`src/rtl/tdes_pkg.sv`:
```
// shared types, tables and functions for the two-key triple des unit
`default_nettype none
package tdes_pkg;

    localparam int BlockWidth = 64;
    localparam int KeyWidth   = 64;
    localparam int SubkeyWidth = 48;
    localparam int NumRounds  = 16;
    localparam int NumPasses  = 3;
    localparam int TotalRounds = NumRounds * NumPasses;
    localparam int CfgIndexWidth = 1;

    typedef logic [CfgIndexWidth-1:0] cfg_index_t;
    localparam cfg_index_t RegKeyOne = 1'b0;
    localparam cfg_index_t RegKeyTwo = 1'b1;

    typedef logic [SubkeyWidth-1:0] subkey_t;
    typedef subkey_t [NumRounds-1:0] sched_t;

    // per-stage payload: round halves and direction
    typedef struct packed {
        logic [31:0] left;
        logic [31:0] right;
        logic        enc;
    } round_data_t;

    typedef logic [7:0] idx_t;

    localparam idx_t TabIp [64] = '{
        58,50,42,34,26,18,10,2,60,52,44,36,28,20,12,4,
        62,54,46,38,30,22,14,6,64,56,48,40,32,24,16,8,
        57,49,41,33,25,17,9,1,59,51,43,35,27,19,11,3,
        61,53,45,37,29,21,13,5,63,55,47,39,31,23,15,7};
    localparam idx_t TabFp [64] = '{
        40,8,48,16,56,24,64,32,39,7,47,15,55,23,63,31,
        38,6,46,14,54,22,62,30,37,5,45,13,53,21,61,29,
        36,4,44,12,52,20,60,28,35,3,43,11,51,19,59,27,
        34,2,42,10,50,18,58,26,33,1,41,9,49,17,57,25};
    localparam idx_t TabE [48] = '{
        32,1,2,3,4,5,4,5,6,7,8,9,8,9,10,11,12,13,12,13,14,15,16,17,
        16,17,18,19,20,21,20,21,22,23,24,25,24,25,26,27,28,29,28,29,30,31,32,1};
    localparam idx_t TabP [32] = '{
        16,7,20,21,29,12,28,17,1,15,23,26,5,18,31,10,
        2,8,24,14,32,27,3,9,19,13,30,6,22,11,4,25};
    localparam idx_t TabPc1 [56] = '{
        57,49,41,33,25,17,9,1,58,50,42,34,26,18,10,2,59,51,43,35,27,19,11,3,
        60,52,44,36,63,55,47,39,31,23,15,7,62,54,46,38,30,22,14,6,61,53,45,37,
        29,21,13,5,28,20,12,4};
    localparam idx_t TabPc2 [48] = '{
        14,17,11,24,1,5,3,28,15,6,21,10,23,19,12,4,26,8,16,7,27,20,13,2,
        41,52,31,37,47,55,30,40,51,45,33,48,44,49,39,56,34,53,46,42,50,36,29,32};
    localparam logic [1:0] TabShift [16] = '{1,1,2,2,2,2,2,2,1,2,2,2,2,2,2,1};

    localparam logic [3:0] TabS [8][64] = '{
    '{14,4,13,1,2,15,11,8,3,10,6,12,5,9,0,7,0,15,7,4,14,2,13,1,10,6,12,11,9,5,3,8,
      4,1,14,8,13,6,2,11,15,12,9,7,3,10,5,0,15,12,8,2,4,9,1,7,5,11,3,14,10,0,6,13},
    '{15,1,8,14,6,11,3,4,9,7,2,13,12,0,5,10,3,13,4,7,15,2,8,14,12,0,1,10,6,9,11,5,
      0,14,7,11,10,4,13,1,5,8,12,6,9,3,2,15,13,8,10,1,3,15,4,2,11,6,7,12,0,5,14,9},
    '{10,0,9,14,6,3,15,5,1,13,12,7,11,4,2,8,13,7,0,9,3,4,6,10,2,8,5,14,12,11,15,1,
      13,6,4,9,8,15,3,0,11,1,2,12,5,10,14,7,1,10,13,0,6,9,8,7,4,15,14,3,11,5,2,12},
    '{7,13,14,3,0,6,9,10,1,2,8,5,11,12,4,15,13,8,11,5,6,15,0,3,4,7,2,12,1,10,14,9,
      10,6,9,0,12,11,7,13,15,1,3,14,5,2,8,4,3,15,0,6,10,1,13,8,9,4,5,11,12,7,2,14},
    '{2,12,4,1,7,10,11,6,8,5,3,15,13,0,14,9,14,11,2,12,4,7,13,1,5,0,15,10,3,9,8,6,
      4,2,1,11,10,13,7,8,15,9,12,5,6,3,0,14,11,8,12,7,1,14,2,13,6,15,0,9,10,4,5,3},
    '{12,1,10,15,9,2,6,8,0,13,3,4,14,7,5,11,10,15,4,2,7,12,9,5,6,1,13,14,0,11,3,8,
      9,14,15,5,2,8,12,3,7,0,4,10,1,13,11,6,4,3,2,12,9,5,15,10,11,14,1,7,6,0,8,13},
    '{4,11,2,14,15,0,8,13,3,12,9,7,5,10,6,1,13,0,11,7,4,9,1,10,14,3,5,12,2,15,8,6,
      1,4,11,13,12,3,7,14,10,15,6,8,0,5,9,2,6,11,13,8,1,4,10,7,9,5,0,15,14,2,3,12},
    '{13,2,8,4,6,15,11,1,10,9,3,14,5,0,12,7,1,15,13,8,10,3,7,4,12,5,6,11,0,14,9,2,
      7,11,4,1,9,12,14,2,0,6,10,13,15,3,5,8,2,1,14,7,4,10,8,13,15,12,9,0,3,5,6,11}};

    // initial permutation, des bit 1 is the msb
    function automatic logic [63:0] perm_ip(input logic [63:0] v);
        logic [63:0] r;
        for (int i = 0; i < 64; i++) r[63-i] = v[64-int'(TabIp[i])];
        return r;
    endfunction

    function automatic logic [63:0] perm_fp(input logic [63:0] v);
        logic [63:0] r;
        for (int i = 0; i < 64; i++) r[63-i] = v[64-int'(TabFp[i])];
        return r;
    endfunction

    // des round function
    function automatic logic [31:0] feistel(input logic [31:0] r, input subkey_t k);
        logic [47:0] x;
        logic [31:0] s;
        logic [31:0] p;
        logic [5:0]  six;
        for (int i = 0; i < 48; i++) x[47-i] = r[32-int'(TabE[i])];
        x = x ^ k;
        for (int b = 0; b < 8; b++) begin
            six = x[47-6*b -: 6];
            s[31-4*b -: 4] = TabS[b][{six[5], six[0], six[4:1]}];
        end
        for (int i = 0; i < 32; i++) p[31-i] = s[32-int'(TabP[i])];
        return p;
    endfunction

    // full key schedule, fixed wiring only
    function automatic sched_t expand_key(input logic [63:0] key);
        logic [55:0] cd;
        logic [27:0] c;
        logic [27:0] d;
        logic [55:0] m;
        sched_t      rk;
        for (int i = 0; i < 56; i++) cd[55-i] = key[64-int'(TabPc1[i])];
        c = cd[55:28];
        d = cd[27:0];
        for (int j = 0; j < 16; j++) begin
            if (TabShift[j] == 2'd1) begin
                c = {c[26:0], c[27]};
                d = {d[26:0], d[27]};
            end else begin
                c = {c[25:0], c[27:26]};
                d = {d[25:0], d[27:26]};
            end
            m = {c, d};
            for (int i = 0; i < 48; i++) rk[j][47-i] = m[56-int'(TabPc2[i])];
        end
        return rk;
    endfunction

endpackage
`default_nettype wire

```
`src/rtl/tdes_round.sv`:
```
// one registered des round stage with stall control
`default_nettype none
module tdes_round (
    input  wire                     aclk,
    input  wire                     aresetn,
    input  wire                     advance,
    input  wire                     valid_in,
    input  tdes_pkg::round_data_t   data_in,
    input  tdes_pkg::subkey_t       key_enc,
    input  tdes_pkg::subkey_t       key_dec,
    output logic                    valid_out,
    output tdes_pkg::round_data_t   data_out
);
    import tdes_pkg::*;

    logic        valid_reg;
    round_data_t data_reg;
    round_data_t data_next;

    // round: swap halves, mix right through f
    always_comb begin
        data_next.enc   = data_in.enc;
        data_next.left  = data_in.right;
        data_next.right = data_in.left ^
            feistel(data_in.right, data_in.enc ? key_enc : key_dec);
    end

    always_ff @(posedge aclk) begin
        if (!aresetn) begin
            valid_reg <= 1'b0;
        end else if (advance) begin
            valid_reg <= valid_in;
        end
    end

    always_ff @(posedge aclk) begin
        if (advance) begin
            data_reg <= data_next;
        end
    end

    assign valid_out = valid_reg;
    assign data_out  = data_reg;
endmodule
`default_nettype wire
```
`config.mk`:
```
export PLATFORM = sky130hd
export DESIGN_NAME = tdes_round
export DESIGN_NICKNAME = d
export VERILOG_FILES = /design/src/rtl/tdes_pkg.sv /design/src/rtl/tdes_round.sv
export SDC_FILE = /design/constraint.sdc
export NUM_CORES = 1
export LEC_CHECK = 0
export ABC_CLOCK_PERIOD_IN_PS = 4900
export BUFFER_PORTS_ARGS = -buffer_cell sky130_fd_sc_hd__buf_2
export CORE_ASPECT_RATIO = 0.75
export CORE_MARGIN = 8
export CORE_UTILIZATION = 45
export DETAILED_ROUTE_END_ITERATION = 8
export PLACE_DENSITY_LB_ADDON = 0.25
export SYNTH_ARGS = -nofsm -noshare
export SYNTH_HDL_FRONTEND = slang
export SYNTH_SLANG_ARGS = --single-unit
```
`constraint.sdc`:
```
create_clock -name aclk -period 4.9 [get_ports aclk]
set_input_delay 0.98 -clock aclk [delete_from_list [all_inputs] [get_ports aclk]]
set_output_delay 0.98 -clock aclk [all_outputs]
set_load 0.005 [all_outputs]
```
==> flow_summary.yaml, run 1 <==
clock_network:
  cts_made_buffers: 9
  clk_path_buf_depth: 2
  clk_latency_ps: 330
  cts.clk_slew.worst_paths_ps: 60
  clock-sinks: 66
  htree_levels: 3
  ctsResizeCount: 0
  tritoncts: "built"
  cts_hold_buffers: 0
  cts_root_buf: "clkbuf_16"
  post_cts_buffers: 0
yosys:
  netlist-cell-type-count: 75
  yosysWarnings: 0
  synth.most_common_cell: "mux2i_1"
  yosysTopAreaCell: "edfxtp_1"
  synthArstFlopShare_pct: 0
  ys_seq_area_share_pct: 24.1
  syn-cell-area_sq_um: 8200
  synth_top_area_share_pct: 23.8
  synth.area.top_cells: "edfxtp_1 24%, mux2i_1 11%, ha_1 9.5%, xnor2_1 7.2%, nand2_1 3.8%"
  synth_common_cells: "87 x mux2i_1, 82 x nand2_1, 67 x xnor2_1"
  syn_inst: 873
  synth_fp_nets: 1100
  synth-seq-cells: 66
  synth_edf_count: 65
  synthFlopType: "edfxtp_1"
  syn_avg_cell_area_sq_um: 9.39
worst_setup_path:
  crit_required_ps: 4990
  endpoint_kind: "flop"
  r2r-end: "valid_out"
  crit_path_start: "data_in[0]"
  r2r_setup_slack_ps: 4310
  reg2reg_from: "valid_out"
  cp.arrival_ps: 3800
  crit_fanout: 14
  crit_type: "primary input to flop"
  reg2regPathDepth: 2
  crit_path_start_kind: "primary input"
global_routing:
  grt_pass1_vias: 7193
  antenna_found_initial: 1
  grt_pass1_wl_um: 36900
  grt_overflow: 0
  grtUsageTotal_pct: 19.7
  grt_max_degree: 67
place:
  dpl.hpwl_um: 17800
  io_buffers: 230
  gp_congestion: 0.882
min_path:
  whs_path_depth: 2
  hold_path_end: "valid_out"
  hold_class: "flop to flop"
  hold_start: "valid_out"
die:
  die_x_um: 172
  dieArea_sq_um: 22800
  ios: 231
  start_util_pct: 46.2
  rows: 42
  floorplan.core_area_sq_um: 17800
  die_height_um: 133
route:
  firstDrtPassIters: 5
  via_count: 7554
  route.antenna.remaining_nets: 0
  drt-total-wl_um: 23200
  wire_per_inst_um: 17.3
  drc_errors: 0
  vias_per_cell: 5.64
  dr.first_iter.drc_count: 648
final_layout:
  drive_gt1_share_pct: 29.7
  nets: 1319
  diodes: 0
  syn_to_final_growth_pct: 20.4
sta:
  post-route-min-period_ps: 3710
  rsz0062_at_grt: "no"
  fmax_ghz: 0.269
  setup_viol: 0
  hold_ws_ps: 518
  tns_ps: 0
  skew_ps: 0
  slew_headroom_pct: 22.1
  hold_viol_final: 0
  fin_crit_sh_pct: 75.8
  slew_violations: 0
  worstMarginPinSlew_ps: 1160
pwr:
  power.leakage_nw: 4.23
  powerDensity_nw_per_um2: 300
  peakVddDrop_v: 0.000177
flow_run:
  maxCapViolCount: 0
outcome:
  status: "finished, final reports clean"
[sequential cells by signal, summed over array words and instances (netlist names)]
signal / count
data_out: 65
valid_out: 1
[worst max-delay path by stage]
stage | end | slack (ps)
global placement | data_out[19] | 930
floorplan | data_out[13] | 1140
finish | data_out[19] | 1190
CTS | data_out[19] | 1220
detailed placement | data_out[19] | 860
global route | data_out[19] | 970
[per-stage QoR]
stage	power (mW)	cell area (sq um)	worst slack [ps]	utilization (%)	instances
2_1_floorplan	1.87	8200	1140	-	873
3_3_place_gp	2.30	9580	926	54.0	1323
3_5_place_dp	2.31	9580	856	54.0	1323
4_1_cts	2.97	9870	1220	55.6	1339
5_1_grt	3.17	9870	970	55.6	1339
6_report	2.96	9870	1190	55.6	1339
[critical path: stages]
cell	delay, ps
buf_4	250
buf_4	250
mux2i_1	300
xnor2_2	230
clkinv_1	410
ha_1	340
nor2_1	120
mux2_2	170
nand2_1	60
a311oi_1	380
a31oi_1	100
xor2_1	190
[logic make-up after synthesis]
family	Yosys count	synth area share, %
AO/OA/AOI/OAI	221	19.6
multiplexers	111	15.6
XOR/XNOR	123	15.3
adder cells (fa/ha/maj)	64	9.71
AND/OR/NAND/NOR	208	11.0
buffers and inverters	80	4.82
flip-flops	66	24.1
[placed cells by master (no fill, tap or decap), types with 12 or more instances in the layout]
master,netlist,layout
a31oi_1,16,16
inv_1,23,23
nor3_1,26,26
ha_1,62,62
buf_2,23,228
xor2_1,34,34
nand2_1,82,82
edfxtp_1,65,65
xnor2_2,13,13
buf_4,4,29
nor2_1,58,58
a21oi_1,26,26
xnor2_1,67,67
o22ai_1,12,12
o211ai_1,27,27
nand3_1,18,18
a211oi_1,21,21
o21ai_0,29,29
mux2i_1,87,87
[cell type report]
class	count	area (sq um)
Tap cell	242	303
Clock inverter	6	57.6
Sequential cell	66	1970
Timing Repair Buffer	257	1360
Fill cell	1657	7890
Clock buffer	10	229
Multi-Input combinational cell	727	5830
Inverter	31	119
[metal layers]
metal | track usage (%) | vias up | routed length, um
li1 | - | 3722 | -
met1 | 26.3 | 3497 | 10300
met2 | 31.8 | 307 | 10700
met3 | 4.19 | 26 | 1780
met4 | 4.83 | 2 | 331
met5 | 0 | - | 8
[where the power goes]
part,switching (mW),internal (mW)
Clock,0.255,0.390
Combinational,0.879,0.666
Sequential,0.0233,0.746
(Power assumes the default switching activity.)
==> inputs of run 2 (changes only) <==
--- a/config.mk
+++ b/config.mk
@@ -5,7 +5,7 @@
 export SDC_FILE = /design/constraint.sdc
 export NUM_CORES = 1
 export LEC_CHECK = 0
-export ABC_CLOCK_PERIOD_IN_PS = 4900
+export ABC_CLOCK_PERIOD_IN_PS = 3600
 export BUFFER_PORTS_ARGS = -buffer_cell sky130_fd_sc_hd__buf_2
 export CORE_ASPECT_RATIO = 0.75
 export CORE_MARGIN = 8
==> constraint.sdc (replaced) <==
create_clock -name aclk -period 3.6 [get_ports aclk]
set_input_delay 0.72 -clock aclk [delete_from_list [all_inputs] [get_ports aclk]]
set_output_delay 0.72 -clock aclk [all_outputs]
set_load 0.005 [all_outputs]
==> flow_summary.yaml, run 2 (synthesis results as in run 1) <==
worst_setup_path:
  crit_type: "primary input to flop"
  crit_required_ps: 3690
  cp.arrival_ps: 3200
  crit_path_start_kind: "primary input"
  crit_fanout: 9
  endpoint_kind: "flop"
sta:
  hold_viol_final: 0
  skew_ps: 0
  slew_violations: 0
  setup_viol: 0
  tns_ps: 0
  worstMarginPinSlew_ps: 1050
  hold_ws_ps: 546
  rsz0062_at_grt: "no"
  fmax_ghz: 0.321
  slew_headroom_pct: 29.8
  post-route-min-period_ps: 3120
  layout_setup_ws_ps: 480
  fin_crit_sh_pct: 86.7
final_layout:
  nets: 1359
  utilization_pct: 57.2
  layout_commonest_cell: "buf_2"
  largest_register_ffs: 65
  drive_gt1_share_pct: 31.9
  diodes: 0
  final_cell_mix: "228 x buf_2, 87 x mux2i_1, 82 x nand2_1"
  syn_to_final_growth_pct: 24.0
route:
  firstDrtPassIters: 5
  vias_per_cell: 5.65
  drc_errors: 0
  drt-total-wl_um: 23500
  via_count: 7789
  wire_per_inst_um: 17.0
  route.antenna.remaining_nets: 0
  dr.first_iter.drc_count: 809
pwr:
  peakVddDrop_v: 0.000182
  combPwrFrac_pct: 54.3
  power.leakage_nw: 4.42
  switching_share_pct: 39.3
  p_clk_share_pct: 19.8
  p_switching_mw: 1.59
  p_int_mw: 2.45
  power_frac_seq_pct: 25.9
  powerDensity_nw_per_um2: 398
flow_run:
  maxCapViolCount: 0
place:
  place_ws_ps: 178
  gp_congestion: 0.911
  io_buffers: 230
  dpl.hpwl_um: 18300
global_routing:
  grt_overflow: 0
  grtUsageTotal_pct: 20.0
  grt_pass1_vias: 7318
  grt_pass1_wl_um: 37600
  grt_max_degree: 67
  antenna_found_initial: 0
clock_network:
  cts_made_buffers: 9
  clk_latency_ps: 330
  clock-sinks: 66
  cts_hold_buffers: 0
  cts.clk_slew.worst_paths_ps: 50
  htree_levels: 3
  tritoncts: "built"
  ctsResizeCount: 0
  post_cts_buffers: 0
  clk_path_buf_depth: 2
  cts_root_buf: "clkbuf_16"
die:
  dieArea_sq_um: 22800
  floorplan.core_area_sq_um: 17800
  die_x_um: 172
  die_height_um: 133
  ios: 231
  start_util_pct: 46.2
  rows: 42
outcome:
  status: "finished, final reports clean"
min_path:
  hold_class: "flop to flop"
## run 2: changes by cell type in the layout (fill, tap and decap cells not counted), sizes merged
| cell | delta |
|---|---|
| buf | +40 |
| bufinv | -1 |
| clkinvlp | -1 |
| clkbuf | +2 |
## run 2: stage by stage
stage          cells  total power [mW]  area, sq um
3_5_place_dp    1363              3.24         9910
4_1_cts         1379              4.06        10200
5_1_grt         1379              4.32        10200
3_3_place_gp    1363              3.23         9910
2_1_floorplan    873              2.55         8200
6_report        1379              4.04        10200
## run 2: area by class of cell
type                            instances  area, sq um
Multi-Input combinational cell        727         5830
Timing Repair Buffer                  297         1680
Sequential cell                        66         1970
Inverter                               31          119
Clock inverter                          4         18.8
Fill cell                            1622         7600
Tap cell                              242          303
Clock buffer                           12          236
## run 2: critical path, cell delays in order
cell,delay [ps]
buf_4,170
mux2i_1,140
xnor2_1,560
inv_1,210
ha_1,290
nor2_1,270
nor3_1,80
a2111oi_0,400
o21ai_0,130
o221ai_1,140
xnor2_1,100
## run 2: final timing paths
check	startpoint	to	cells after the start	slack [ps]
min reg2reg	valid_out	valid_out	2	550
max	data_in[0]	data_out[21]	11	480
min	valid_out	valid_out	2	550
max reg2reg	valid_out	valid_out	2	2980
## run 2: per-layer routing
layer,track usage (%),share of wire [%],vias to the layer above
met5,0,0,-
met4,4.30,1.0,0
met3,4.75,8.2,24
met2,31.9,46,347
met1,27.0,44,3615
li1,-,-,3803
## run 2: power groups by stage
| stage | registers, mW | clock network [mW] | logic [mW] |
|---|---|---|---|
| after detailed placement | 1.06 | 0 | 2.18 |
| after CTS | 1.05 | 0.825 | 2.18 |
| final | 1.05 | 0.800 | 2.19 |
| after global routing | 1.06 | 0.846 | 2.42 |
| after global placement | 1.06 | 0 | 2.17 |
| after floorplan | 1.08 | 0 | 1.47 |
==> inputs of run 3 (changes only) <==
--- a/config.mk
+++ b/config.mk
@@ -5,11 +5,11 @@
 export SDC_FILE = /design/constraint.sdc
 export NUM_CORES = 1
 export LEC_CHECK = 0
-export ABC_CLOCK_PERIOD_IN_PS = 3600
+export ABC_CLOCK_PERIOD_IN_PS = 3900
 export BUFFER_PORTS_ARGS = -buffer_cell sky130_fd_sc_hd__buf_2
 export CORE_ASPECT_RATIO = 0.75
 export CORE_MARGIN = 8
-export CORE_UTILIZATION = 45
+export CORE_UTILIZATION = 36
 export DETAILED_ROUTE_END_ITERATION = 8
 export PLACE_DENSITY_LB_ADDON = 0.25
 export SYNTH_ARGS = -nofsm -noshare
==> constraint.sdc (replaced) <==
create_clock -name aclk -period 3.9 [get_ports aclk]
set_input_delay 0.78 -clock aclk [delete_from_list [all_inputs] [get_ports aclk]]
set_output_delay 0.78 -clock aclk [all_outputs]
set_load 0.005 [all_outputs]
==> flow_summary.yaml, run 3 (synthesis results as in run 1) <==
die:
  die_height_um: 147
  die_x_um: 190
  ios: 231
  rows: 47
  start_util_pct: 36.9
  floorplan.core_area_sq_um: 22200
  dieArea_sq_um: 27900
sta:
  slew_violations: 0
  post-route-min-period_ps: 3290
  tns_ps: 0
  rsz0062_at_grt: "no"
  fin_crit_sh_pct: 84.4
  hold_viol_final: 0
  slew_headroom_pct: 16.1
  fmax_ghz: 0.304
  setup_viol: 0
  hold_ws_ps: 519
  layout_setup_ws_ps: 609
  skew_ps: 0
  worstMarginPinSlew_ps: 1250
worst_setup_path:
  crit_required_ps: 4000
  r2r_setup_slack_ps: 3310
  r2r-end: "valid_out"
  reg2reg_from: "valid_out"
  crit_fanout: 24
  crit_type: "primary input to flop"
  reg2regPathDepth: 2
  endpoint_kind: "flop"
  crit_path_start_kind: "primary input"
  cp.arrival_ps: 3390
global_routing:
  grt_pass1_wl_um: 38900
  grt_max_degree: 67
  grt_pass1_vias: 7280
  grtUsageTotal_pct: 16.9
  grt_overflow: 0
  antenna_found_initial: 1
final_layout:
  final_cell_mix: "228 x buf_2, 87 x mux2i_1, 82 x nand2_1"
  utilization_pct: 45.5
  nFillCells: 2191
  final_cell_area_sq_um: 10100
  drive_gt1_share_pct: 30.9
  nets: 1337
  fin_cells: 1409
  syn_to_final_growth_pct: 23.4
  largest_register_ffs: 65
  diodes: 0
  layout_commonest_cell: "buf_2"
route:
  firstDrtPassIters: 5
  vias_per_cell: 5.44
  drc_errors: 0
  drt-total-wl_um: 24500
  dr.first_iter.drc_count: 940
  route.antenna.remaining_nets: 0
  via_count: 7672
  wire_per_inst_um: 17.4
clock_network:
  post_cts_buffers: 0
  clk_path_buf_depth: 2
  cts_hold_buffers: 0
  htree_levels: 3
  tritoncts: "built"
  clock-sinks: 66
  cts_root_buf: "clkbuf_16"
  cts_made_buffers: 9
  clk_latency_ps: 340
  ctsResizeCount: 0
  cts.clk_slew.worst_paths_ps: 60
place:
  dpl.cell_count: 1393
  placed_area_sq_um: 9810
  place_ws_ps: 270
  io_buffers: 230
  dpl.hpwl_um: 18700
  gp_congestion: 0.863
min_path:
  whs_path_depth: 2
  hold_class: "flop to flop"
  hold_start: "valid_out"
  hold_path_end: "valid_out"
pwr:
  p_switching_mw: 1.48
  power_mw: 3.85
  powerDensity_nw_per_um2: 380
  switching_share_pct: 38.6
  combPwrFrac_pct: 51.9
  p_clk_share_pct: 23.0
  power_frac_seq_pct: 25.0
  p_int_mw: 2.36
  peakVddDrop_v: 0.000178
  power.leakage_nw: 4.34
outcome:
  status: "finished, final reports clean"
flow_run:
  maxCapViolCount: 0
## run 3: cell count changes in the layout (fill, tap and decap cells not counted), sizes merged
| cell | change |
|---|---|
| buf | -22 |
| clkbuf | -3 |
| clkinv | +1 |
| bufinv | +2 |
## run 3: layout make-up
class | instances | area [sq um] | share of cell area [%]
clock buffers | 9 | 225 | 2.23
repair buffers | 275 | 1520 | 15.0
clock inverters | 7 | 83.8 | 0.829
well taps | 294 | 368 | 3.64
flip-flops and latches | 66 | 1970 | 19.5
inverters | 31 | 119 | 1.17
multi-input cells | 727 | 5830 | 57.6
## run 3: metal layers
metal	track usage (%)	part of all wire, %	vias to the layer above
met5	0	0.053	-
met4	3.41	0.95	2
met2	26.2	45	321
met3	3.62	7.3	18
li1	-	-	3761
met1	23.6	46	3570
## run 3: worst max-delay path by stage
stage,cells after the start,slack [ps],from,end
final,11,610,data_in[0],data_out[2]
after global routing,12,380,data_in[0],data_out[21]
after CTS,11,640,data_in[0],data_out[2]
after detailed placement,11,270,data_in[0],data_out[2]
after global placement,12,300,data_in[0],data_out[19]
after floorplan,13,340,data_in[0],data_out[13]
## run 3: critical path, cell delays in order
cell and delay (ps):
buf_4 170, buf_12 250, mux2i_1 300, xor2_2 450, inv_2 190, ha_1 290
mux4_2 460, nand2_1 70, o311ai_0 110, o21ai_1 180, xnor2_1 80
## run 3: power by group through the flow
stage          registers, mW  clock network [mW]  logic [mW]
2_1_floorplan          0.997                   0        1.36
6_report               0.963               0.885        2.00
3_5_place_dp           0.978                   0        1.98
5_1_grt                0.974               0.946        2.20
4_1_cts                0.965               0.926        1.99
3_3_place_gp           0.976                   0        1.97
